==> config.mk <==
export PLATFORM = sky130hd
export DESIGN_NAME = radix_digit_converter_top
export DESIGN_NICKNAME = d
export VERILOG_FILES = /design/src/hw/rtl/rdc_pkg.sv /design/src/hw/rtl/rdc_cell.sv /design/src/hw/rtl/rdc_chain.sv /design/src/hw/rtl/radix_digit_converter_top.sv
export SDC_FILE = /design/constraint.sdc
export NUM_CORES = 1
export LEC_CHECK = 0
export BUFFER_PORTS_ARGS = -buffer_cell sky130_fd_sc_hd__clkbuf_2
export CAP_MARGIN = 0
export CORE_AREA = 3 3 184 186
export CTS_CLUSTER_DIAMETER = 120
export DETAILED_ROUTE_END_ITERATION = 16
export DIE_AREA = 0 0 187 189
export GPL_TIMING_DRIVEN = 0
export HOLD_SLACK_MARGIN = 0.03
export MAX_ROUTING_LAYER = met4
export PLACE_DENSITY = 0.82
export SYNTH_ARGS = -nofsm -noshare
export SYNTH_HDL_FRONTEND = slang
export SYNTH_HIERARCHICAL = 1
export SYNTH_SLANG_ARGS = --single-unit
==> constraint.sdc <==
create_clock -name clk -period 18.61 [get_ports clk]
set_clock_uncertainty 0.1 [all_clocks]
set_input_delay 3.722 -clock clk [delete_from_list [all_inputs] [get_ports clk]]
set_output_delay 3.722 -clock clk [all_outputs]
set_load 0.05 [all_outputs]
==> src/hw/rtl/rdc_pkg.sv <==
`timescale 1ns / 1ps
// ----------------------------------------------------------------------------
// rdc_pkg
// Shared types, sizes and helpers of the radix digit converter.
// ----------------------------------------------------------------------------
package rdc_pkg;

    localparam int VALUE_BITS  = 31;
    localparam int MAX_RADIX   = 32;
    localparam int RADIX_BITS  = 6;
    localparam int DIGIT_BITS  = 5;
    localparam int CHAR_BITS   = 7;
    // Base 2 needs one digit per value bit, so that many cells.
    localparam int NUM_CELLS   = VALUE_BITS;
    // The last cell sees its final bit once the carry has passed the register of every cell below it.
    localparam int CONV_CYCLES = VALUE_BITS + NUM_CELLS - 1;
    localparam int CYC_W       = $clog2(CONV_CYCLES);
    localparam int CNT_W       = $clog2(NUM_CELLS + 1);

    localparam logic [CHAR_BITS-1:0] CHAR_ZERO = 7'h30;
    localparam logic [CHAR_BITS-1:0] CHAR_A    = 7'h41;

    typedef enum logic [1:0] {
        ST_IDLE,
        ST_CONV,
        ST_EMIT
    } state_t;

    typedef struct packed {
        logic clear;
        logic shift;
    } cell_ctrl_t;

    function automatic logic [CHAR_BITS-1:0] digit_to_ascii(input logic [DIGIT_BITS-1:0] d);
        logic [CHAR_BITS-1:0] c;
        if (d < DIGIT_BITS'(10)) begin
            c = CHAR_ZERO + CHAR_BITS'(d);
        end
        else begin
            c = CHAR_A + CHAR_BITS'(d) - CHAR_BITS'(10);
        end
        return c;
    endfunction

endpackage

==> src/hw/rtl/rdc_cell.sv <==
`timescale 1ns / 1ps
// ----------------------------------------------------------------------------
// rdc_cell
// One digit cell: doubles its digit, adds the carry from below, reduces by
// the base and passes the overflow carry up through a register.
// ----------------------------------------------------------------------------
module rdc_cell (
    input  logic                                 clk,
    input  logic                                 rst_n,
    input  rdc_pkg::cell_ctrl_t                  ctrl,
    input  logic [rdc_pkg::RADIX_BITS-1:0]       radix,
    input  logic                                 cin_vld,
    input  logic                                 cin_bit,
    input  logic [rdc_pkg::DIGIT_BITS-1:0]       digit_in,
    output logic                                 cout_vld,
    output logic                                 cout_bit,
    output logic [rdc_pkg::DIGIT_BITS-1:0]       digit
);
    import rdc_pkg::*;

    logic [DIGIT_BITS-1:0] digit_reg, digit_next;
    logic                  vld_reg, vld_next;
    logic                  bit_reg, bit_next;
    logic [RADIX_BITS-1:0] sum;
    logic                  over;

    // The digit stays below the base, so one subtraction is enough.
    assign sum  = {digit_reg, cin_bit};
    assign over = (sum >= radix);

    always_comb
    begin
        digit_next = digit_reg;
        vld_next   = 1'b0;
        bit_next   = 1'b0;
        if (ctrl.clear) begin
            digit_next = '0;
        end
        else if (ctrl.shift) begin
            digit_next = digit_in;
        end
        else if (cin_vld) begin
            vld_next = 1'b1;
            bit_next = over;
            if (over) begin
                digit_next = DIGIT_BITS'(sum - radix);
            end
            else begin
                digit_next = DIGIT_BITS'(sum);
            end
        end
    end

    always_ff @(posedge clk or negedge rst_n)
    begin
        if (!rst_n) begin
            vld_reg <= 1'b0;
        end
        else begin
            vld_reg <= vld_next;
        end
    end

    always_ff @(posedge clk)
    begin
        digit_reg <= digit_next;
        bit_reg   <= bit_next;
    end

    assign cout_vld = vld_reg;
    assign cout_bit = bit_reg;
    assign digit    = digit_reg;

endmodule

==> src/hw/rtl/rdc_chain.sv <==
`timescale 1ns / 1ps
// ----------------------------------------------------------------------------
// rdc_chain
// Row of digit cells, least significant digit at cell zero. During output
// the digits shift up toward the top cell, which is read out.
// ----------------------------------------------------------------------------
module rdc_chain (
    input  logic                                 clk,
    input  logic                                 rst_n,
    input  rdc_pkg::cell_ctrl_t                  ctrl,
    input  logic [rdc_pkg::RADIX_BITS-1:0]       radix,
    input  logic                                 feed_vld,
    input  logic                                 feed_bit,
    output logic [rdc_pkg::DIGIT_BITS-1:0]       top_digit
);
    import rdc_pkg::*;

    logic                  vld   [NUM_CELLS+1];
    logic                  cbit  [NUM_CELLS+1];
    logic [DIGIT_BITS-1:0] dig   [NUM_CELLS+1];

    assign vld[0]  = feed_vld;
    assign cbit[0] = feed_bit;
    assign dig[0]  = '0;

    for (genvar i = 0; i < NUM_CELLS; i++) begin : g_cell
        rdc_cell u_cell (
            .clk      (clk),
            .rst_n    (rst_n),
            .ctrl     (ctrl),
            .radix    (radix),
            .cin_vld  (vld[i]),
            .cin_bit  (cbit[i]),
            .digit_in (dig[i]),
            .cout_vld (vld[i+1]),
            .cout_bit (cbit[i+1]),
            .digit    (dig[i+1])
        );
    end

    // The top cell's carry never overflows for a valid base and is unused.
    assign top_digit = dig[NUM_CELLS];

endmodule

==> src/hw/rtl/radix_digit_converter_top.sv <==
`timescale 1ns / 1ps
// ----------------------------------------------------------------------------
// radix_digit_converter_top
// Converts a 31-bit unsigned value to ASCII digits in base 2 to 32.
// ----------------------------------------------------------------------------
// One item in gives one result item per digit, most significant digit first,
// with is_last set on the least significant one. Digits 0-9 become '0'-'9'
// and 10-31 become 'A'-'V'; a value of zero gives the single digit '0'. A
// base below 2 or above 32 gives one result with empty_res and is_last set
// and digit_char zero. Conversion runs in a row of 31 digit cells: the value
// enters bit by bit, most significant first, and each cell doubles its digit,
// adds the carry from the cell below and reduces by the base, handing its own
// carry upward through a register. Once the carry wave has passed the whole
// row, the digits shift up out of the top cell, one per cycle while the
// output register is free or being read, leading zeros being dropped. One
// item is in work at a time; a new item is taken once the last result has
// moved into the output register and that register is free or being read.
// ----------------------------------------------------------------------------
module radix_digit_converter_top (
    input  logic                                 clk,
    input  logic                                 rst_n,
    input  logic                                 in_valid,
    output logic                                 in_ready,
    input  logic [rdc_pkg::VALUE_BITS-1:0]       value,
    input  logic [rdc_pkg::RADIX_BITS-1:0]       radix,
    output logic                                 out_valid,
    input  logic                                 out_ready,
    output logic [rdc_pkg::CHAR_BITS-1:0]        digit_char,
    output logic                                 is_last,
    output logic                                 empty_res
);
    import rdc_pkg::*;

    state_t                state_reg, state_next;
    logic [CYC_W-1:0]      cyc_reg, cyc_next;
    logic [CNT_W-1:0]      rem_reg, rem_next;
    logic                  started_reg, started_next;
    logic [VALUE_BITS-1:0] value_reg, value_next;
    logic [RADIX_BITS-1:0] radix_reg, radix_next;

    logic                  out_valid_reg, out_valid_next;
    logic [CHAR_BITS-1:0]  char_reg, char_next;
    logic                  last_reg, last_next;
    logic                  empty_reg, empty_next;

    cell_ctrl_t            ctrl;
    logic                  feed_vld;
    logic [DIGIT_BITS-1:0] top_digit;
    logic                  slot_free;
    logic                  accept;
    logic                  radix_ok;

    assign slot_free = !out_valid_reg || out_ready;
    assign in_ready  = (state_reg == ST_IDLE) && slot_free;
    assign accept    = in_valid && in_ready;
    assign radix_ok  = (radix >= RADIX_BITS'(2)) && (radix <= RADIX_BITS'(MAX_RADIX));
    assign feed_vld  = (state_reg == ST_CONV) && (cyc_reg < CYC_W'(VALUE_BITS));

    always_comb
    begin
        state_next     = state_reg;
        cyc_next       = cyc_reg;
        rem_next       = rem_reg;
        started_next   = started_reg;
        value_next     = value_reg;
        radix_next     = radix_reg;
        out_valid_next = out_valid_reg && !out_ready;
        char_next      = char_reg;
        last_next      = last_reg;
        empty_next     = empty_reg;
        ctrl.clear     = 1'b0;
        ctrl.shift     = 1'b0;

        case (state_reg)
            ST_IDLE:
            begin
                if (accept) begin
                    if (radix_ok) begin
                        ctrl.clear   = 1'b1;
                        value_next   = value;
                        radix_next   = radix;
                        cyc_next     = '0;
                        rem_next     = CNT_W'(NUM_CELLS);
                        started_next = 1'b0;
                        state_next   = ST_CONV;
                    end
                    else begin
                        out_valid_next = 1'b1;
                        char_next      = '0;
                        last_next      = 1'b1;
                        empty_next     = 1'b1;
                    end
                end
            end
            ST_CONV:
            begin
                value_next = {value_reg[VALUE_BITS-2:0], 1'b0};
                cyc_next   = cyc_reg + CYC_W'(1);
                if (cyc_reg == CYC_W'(CONV_CYCLES - 1)) begin
                    state_next = ST_EMIT;
                end
            end
            ST_EMIT:
            begin
                // Leading zeros are dropped, but the lowest digit always goes out.
                if (!started_reg && (top_digit == '0) && (rem_reg != CNT_W'(1))) begin
                    ctrl.shift = 1'b1;
                    rem_next   = rem_reg - CNT_W'(1);
                end
                else if (slot_free) begin
                    ctrl.shift     = 1'b1;
                    rem_next       = rem_reg - CNT_W'(1);
                    started_next   = 1'b1;
                    out_valid_next = 1'b1;
                    char_next      = digit_to_ascii(top_digit);
                    last_next      = (rem_reg == CNT_W'(1));
                    empty_next     = 1'b0;
                    if (rem_reg == CNT_W'(1)) begin
                        state_next = ST_IDLE;
                    end
                end
            end
            default:
            begin
                state_next = ST_IDLE;
            end
        endcase
    end

    always_ff @(posedge clk or negedge rst_n)
    begin
        if (!rst_n) begin
            state_reg     <= ST_IDLE;
            out_valid_reg <= 1'b0;
            cyc_reg       <= '0;
            rem_reg       <= '0;
            started_reg   <= 1'b0;
        end
        else begin
            state_reg     <= state_next;
            out_valid_reg <= out_valid_next;
            cyc_reg       <= cyc_next;
            rem_reg       <= rem_next;
            started_reg   <= started_next;
        end
    end

    always_ff @(posedge clk)
    begin
        value_reg <= value_next;
        radix_reg <= radix_next;
        char_reg  <= char_next;
        last_reg  <= last_next;
        empty_reg <= empty_next;
    end

    rdc_chain u_chain (
        .clk       (clk),
        .rst_n     (rst_n),
        .ctrl      (ctrl),
        .radix     (radix_reg),
        .feed_vld  (feed_vld),
        .feed_bit  (value_reg[VALUE_BITS-1]),
        .top_digit (top_digit)
    );

    assign out_valid  = out_valid_reg;
    assign digit_char = char_reg;
    assign is_last    = last_reg;
    assign empty_res  = empty_reg;

endmodule

# Word-level counts from Yosys, hierarchy flattened
# Cells that the tools add are included.
# word_totals
regBits	276
input_bits	41
output_inout_bits	11
wordCells	526
# op_classes
n_bitwise	30
reduce_logical	82
muxes	229
n_lt_le_gt_ge	35
addsub	36
n_eq_ne	13
# ops
operator	count
5-bit 2-to-1 mux	95
6-bit greater-or-equal comparator	31
5-bit subtractor	31
1-bit 2-to-1 mux	110
3-bit OR reduction	30
2-bit nonzero test	32
31-bit 2-to-1 mux	2
31-bit case mux with 2 select lines	1
7-bit 2-to-1 mux	5
1-bit NOT	30
7-bit case mux with 2 select lines	1
2-bit 2-to-1 mux	6
6-bit 2-to-1 mux	2
2-bit != test (second input constant)	6
6-bit case mux with 2 select lines	1
5-bit case mux with 2 select lines	1
5-bit AND reduction	2
1-bit case mux with 2 select lines	4
6-bit by 5-bit adder with 7-bit output (first input constant)	1
7-bit by 5-bit adder with 7-bit output (first input constant)	1
1-bit logical AND	7
7-bit by 4-bit subtractor with 7-bit output (second input constant)	1
6-bit by 1-bit adder with 6-bit output (second input constant)	1
6-bit == test (second input constant)	1
20 further kinds	23

# Depth between registers and ports, before layout
# Gate-level depths: netlist (run 1).
# logic_depth
word_depth	7
mapped_depth	10
ltp_nobuf	9

# Cells and area by module
# The synthesis (run 1) kept the hierarchy.
# modules_own_cells
mod	area_each_um2	cells_per_inst	n_inst
rdc_cell at u_chain.g_cell[16].u_cell ...	584.3	69	20
rdc_cell at u_chain.g_cell[0].u_cell ...	576.8	69	11
radix_digit_converter_top	2884.0	279	1
rdc_chain	3.8	1	1

# Least setup slack after synthesis (run 1)
# OpenSTA, ideal clock, no wires.
# synth_path
path_type	input -> register
start	input out_ready
end	register u_chain.g_cell[0].u_cell.digit_reg[4]
t_arrival_ns	10.691
required_time_ns	18.390
cell_stages	9
setup_slack_ns	7.699
setup_ns	0.120
path_cell_list	nor2b_1 > nor3_1 > nor2b_1 > clkbuf_1 > nor3b_2 > buf_2 > nand2_1 > o32ai_1 > a31o_2
# synth_rtl
item	line	rtl
start, declared	radix_digit_converter_top.sv:27	input logic out_ready,
end signal, assigned	rdc_cell.sv:66	digit_reg <= digit_next;
end, declared	rdc_cell.sv:21	logic [DIGIT_BITS-1:0] digit_reg, digit_next;

# Final worst setup path (run 1)
# layout_path
start	input out_ready
end	output in_ready
# layout_via
elab_chain_cells	2
# layout_lines
item	line	rtl
1-bit logical OR	radix_digit_converter_top.sv:53	assign slot_free = !out_valid_reg || out_ready;
1-bit logical AND	radix_digit_converter_top.sv:54	assign in_ready = (state_reg == ST_IDLE) && slot_free;
end, declared	radix_digit_converter_top.sv:23	output logic in_ready,
# No other way between the ends.

==> flow_summary.yaml, run 1 <==
outcome:
  outcome: "complete, no violations"
worst_setup_path:
  critPathMaxFanout: 5
  critical_path.cell_chain: "clkbuf_2, nor2b_1, nor3_1, clkbuf_2"
  crit_start: "out_ready"
  critical_path_class: "in -> out"
  cp-start-kind: "input pin"
  max_stage_delay_ns: 0.32
  endpoint_kind: "output port"
  cp_common_cell: "clkbuf_2"
  cp.required_ns: 14.79
  slowest_stage: "nor2b_1"
  r2r_start: "u_chain/g_cell[30].u_cell/digit[4]"
  arrival_ns: 4.51
sta:
  maxSlewHeadroom_pct: 13.15
  fin_crit_ns: 8.331
  timing.hold.ws_ns: 0.4120
  fin_crit_sh_pct: 44.77
  drv_slew: 0
  setup_violations: 0
  setup_tns_ns: 0
  max_slew.worst_pin.slew_ns: 1.293
  grt_setup_unrepaired: "false"
  finalHoldViolCount: 0
  timing.fmax_ghz: 0.1200
global_routing:
  grt_max_degree: 56
  grt_use_total_pct: 29.09
  grt_pass1_vias: 17990
  overflow: 0
  antenna_found_initial: 0
  grt_pass1_wl_mm: 86.35
clock_network:
  clkLatencyLatePin_ns: 0.59
  postCtsSetupBuffers: 0
  cts-root-buf: "clkbuf_16"
  clockBufferDepth: 3
  cts_tree: "built"
  cts_hold_buf: 0
  clkTransAtPathRegs_ns: 0.06
  numCtsBuffers: 31
  clock_sinks: 276
  htreeDepth: 1
  postCtsResizedCells: 0
floorplan:
  core_area_um2: 32450
  fp.dieH_um: 189
  start_util_pct: 64.30
  io_pins: 52
  die_w_um: 187
  rows: 66
  fp.dieArea_um2: 35340
routing:
  wl_met3_mm: 2.577
  final_antenna_net_count: 0
  wl_per_cell_um: 17.10
  first_pass_iters: 6
  drc: 0
  wl_met2_mm: 24.99
  routed_wl_mm: 51.10
  via_per_inst: 6.167
  drtIter0Drc: 1266
  vias: 18427
  highest_layer: "met4"
  wl_met1_mm: 21.84
final_layout:
  drive_gt1_share_pct: 15.79
  largest_reg_flops: 155
  final_net_count: 2785
  fill_cells: 2439
  area_growth_pct: 10.69
  n_antenna_cell: 0
logic_synthesis:
  ys.warnings.count: 6
  avgSynthCellArea_um2: 8.637
  syn_inst: 2416
  synth.cell_area_um2: 20870
placed_design:
  dp_hpwl_mm: 36.23
  routabilityCongestion: 0.8729
  numPortBuffers: 51
power:
  p_leak_nw: 10.72
  report.power.total_mw: 3.194
  p_per_area_nw_per_um2: 138.3
  ir_worst_vdd_uv: 104.5
hold_path:
  min_path_type: "reg -> reg"
  hold_start: "u_chain/g_cell[23].u_cell/cout_bit"
job:
  drv_cap: 0
area by class of cell:
class                   count  area, µm²  share of cell area [%]
clock inverters            11      95.09                  0.4117
repair buffers             68      690.7                   2.990
clock buffers              47      865.8                   3.749
multi-input cells        1811      13310                   57.63
flip-flops and latches    276       6211                   26.89
plain buffers             104      511.7                   2.216
well taps                 442      553.0                   2.394
inverters                 229      859.6                   3.722
layout by cell type, fill, tap and decap left out, types with 66 or more instances in the layout:
cell type	n
inv_1	227
a21oi_1	233
nor3_1	66
buf_2	94
nor3b_1	155
ha_1	192
nand2_1	346
nor2_1	77
dfxtp_1	185
xor2_1	95
metal layers:
metal | up-vias | GRT usage, %
met5 | - | -
met4 | 0 | 9.479
met3 | 170 | 2.999
met2 | 573 | 50.16
met1 | 8778 | 36.10
li1 | 8906 | -
per-stage QoR:
stage	cells	utilization [%]	setup WS (ns)	cell area (µm²)
after CTS	2988	71.17	10.29	23100
final	2988	71.17	10.28	23100
after detailed placement	2930	68.21	10.32	22140
after global placement	2913	66.83	5.938	21690
after global routing	2988	71.17	10.25	23100
after floorplan	2420	-	7.699	20880
power breakdown:
| part | total [mW] | internal [mW] | leakage, nW | switching, mW |
|---|---|---|---|---|
| clock network | 0.594 | 0.335 | 0.478 | 0.259 |
| registers | 1.05 | 0.841 | 2.52 | 0.213 |
| logic | 1.55 | 0.688 | 7.73 | 0.858 |
worst max-delay path, delay by kind of cell:
kind / cells / cell delay (ns)
buffers and inverters: 2 / 0.35
and+or+nand+nor: 2 / 0.44
final timing paths:
check,end,slack [ns],depth (start not counted)
max in group asynchronous,u_chain/g_cell[3].u_cell/cout_vld,14.73,1
max reg2reg,u_chain/g_cell[16].u_cell/digit[1],15.34,10
min in group asynchronous,u_chain/g_cell[27].u_cell/cout_vld,3.14,1
min reg2reg,u_chain/g_cell[24].u_cell/digit[0],0.41,2
min,u_chain/g_cell[24].u_cell/digit[0],0.41,2
max,in_ready,10.28,4
No activity file was read; power rests on OpenSTA's default activity.
==> inputs of run 2 (changes only) <==
- ABC_AREA: not set -> 1
- CORE_AREA: 3 3 184 186 -> 3 3 186 188
- DIE_AREA: 0 0 187 189 -> 0 0 189 191
- PLACE_DENSITY: 0.82 -> 0.81
- clock period: 18.61 -> 8.1 ns (I/O delays scaled with it)
==> flow_summary.yaml, run 2 <==
power:
  clkPwrFrac_pct: 17.6
  power_frac_comb_pct: 53.3
  p_seq_share_pct: 29.2
  p_switching_mw: 4.158
  ir_worst_vdd_uv: 237.3
  p_per_area_nw_per_um2: 386.8
  power_switching_share_pct: 45.43
  p_int_mw: 4.995
  p_leak_nw: 12.51
worst_setup_path:
  path_buf_inv: 4
  critical_path_class: "in -> out"
  critPathMaxFanout: 3
  endpoint_kind: "output port"
  critical_path.cell_chain: "clkbuf_2, inv_1, nand2_1, nand2_1, inv_1, clkbuf_2"
  slowest_stage: "clkbuf_2"
  arrival_ns: 2.40
  max_stage_delay_ns: 0.32
  crit_family: "buffers and inverters"
  cp-start-kind: "input pin"
  cp.required_ns: 6.38
sta:
  max_slew.worst_pin.slew_ns: 1.106
  maxSlewHeadroom_pct: 26.22
  drv_slew: 0
  timing.fmax_ghz: 0.2429
  setup_violations: 0
  finalHoldViolCount: 0
  fin_crit_ns: 4.117
  fin_crit_sh_pct: 50.83
  timing.hold.ws_ns: 0.3836
  grt_setup_unrepaired: "false"
routing:
  first_pass_iters: 6
  routed_wl_mm: 51.83
  final_antenna_net_count: 0
  wl_per_cell_um: 14.41
  vias: 20182
  via_per_inst: 5.611
  drc: 0
  drtIter0Drc: 1491
global_routing:
  grt_pass1_vias: 19102
  grt_pass1_wl_mm: 87.62
  grt_max_degree: 155
  overflow: 0
  antenna_found_initial: 0
  grt_use_total_pct: 29.11
clock_network:
  clockBufferDepth: 3
  clkLatencyLatePin_ns: 0.51
  htreeDepth: 2
  cts_tree: "built"
  clock_sinks: 276
  postCtsSetupBuffers: 0
  cts-root-buf: "clkbuf_16"
  numCtsBuffers: 34
  postCtsResizedCells: 0
  cts_hold_buf: 0
  clkTransAtPathRegs_ns: 0.06
job:
  drv_cap: 0
final_layout:
  largest_reg_flops: 155
  final_cell_mix: "nand2_1 (835), inv_1 (615), nand3_1 (237), ha_1 (192), dfxtp_1 (185)"
  final_net_count: 3387
  fill_cells: 2662
  area_growth_pct: 11.11
  final_common_cell: "nand2_1"
  n_antenna_cell: 0
  drive_gt1_share_pct: 10.42
  final_util_pct: 71.11
placed_design:
  dp_hpwl_mm: 37.16
  numPortBuffers: 51
  routabilityCongestion: 0.9084
floorplan:
  fp.dieH_um: 191
  start_util_pct: 64.00
  rows: 67
  core_area_um2: 33280
  die_w_um: 189
  fp.dieArea_um2: 36100
  io_pins: 52
outcome:
  outcome: "complete, no violations"
logic_synthesis:
  avgSynthCellArea_um2: 7.055
  syn_inst: 3019
  synth.cell_area_um2: 21300
  ys.warnings.count: 6
hold_path:
  min_path_type: "reg -> reg"
==> run 2: cell types whose count changed in the layout (fill, tap and decap cells not counted), sizes merged, moves of 95 or more <==
cell	before	now
nand2	346	901
nor3b	186	0
inv	229	619
nand3	33	269
a22oi	0	124
xor2	95	0
==> run 2: path summary, 6_finish.rpt <==
path                                                    start                                  to  slack [ns]  depth (start not counted)
max                                                 out_ready                            in_ready        3.98                          6
min                                                rem_reg[1]                          rem_reg[1]        0.38                          2
max reg2reg                u_chain/g_cell[30].u_cell/digit[0]  u_chain/g_cell[11].u_cell/digit[3]        4.81                         12
min reg2reg                                        rem_reg[1]                          rem_reg[1]        0.38                          2
max in group asynchronous                               rst_n   u_chain/g_cell[6].u_cell/cout_vld        6.19                          1
min in group asynchronous                               rst_n  u_chain/g_cell[28].u_cell/cout_vld        1.14                          1
==> run 2: metal layers <==
layer | track usage, % | routed length, µm | vias to the layer above
li1 | - | - | 10145
met1 | 35.61 | 21930 | 9288
met2 | 50.70 | 25240 | 641
met3 | 3.264 | 3215 | 108
met4 | 9.052 | 1447 | 0
met5 | - | 0 | -
==> run 2: worst reg2reg max path: cells and delay by family (launching register included) <==
| family | cells | cell delay, ns |
|---|---|---|
| AND/OR/NAND/NOR | 6 | 1.14 |
| buffers and inverters | 3 | 0.99 |
| flip-flops | 1 | 0.39 |
| AO/OA/AOI/OAI | 2 | 0.34 |
| adder cells (fa/ha/maj) | 1 | 0.19 |
==> run 2: power by group through the flow <==
stage | sequential, mW | clock [mW] | combinational [mW]
after global routing | 2.76 | 1.69 | 5.56
after CTS | 2.66 | 1.63 | 4.81
after global placement | 2.69 | 0 | 4.55
after floorplan | 2.49 | 0 | 3.91
after detailed placement | 2.68 | 0 | 4.76
final | 2.67 | 1.61 | 4.88
==> run 2: cell type report <==
cell class	instances	area (µm²)	area share [%]
clock buffer	45	1006	4.251
buffer	8	41.29	0.1745
inverter	618	2332	9.855
sequential	276	6211	26.24
tap	448	560.5	2.368
multi-input combinational	2121	12750	53.86
timing repair buffer	64	578.1	2.443
clock inverter	17	190.2	0.8036
==> run 2: metrics by stage <==
step / worst slack, ns / std cells / TNS, ns / power (mW) / cell area, µm²
finish: 3.983 / 3597 / 0 / 9.154 / 23670
global route: 3.946 / 3597 / 0 / 10.00 / 23670
CTS: 3.975 / 3597 / 0 / 9.107 / 23660
detailed placement: 3.926 / 3535 / 0 / 7.442 / 22470
global placement: -0.7905 / 3522 / -101.60 / 7.233 / 22130
floorplan: 1.280 / 3023 / 0 / 6.398 / 21310
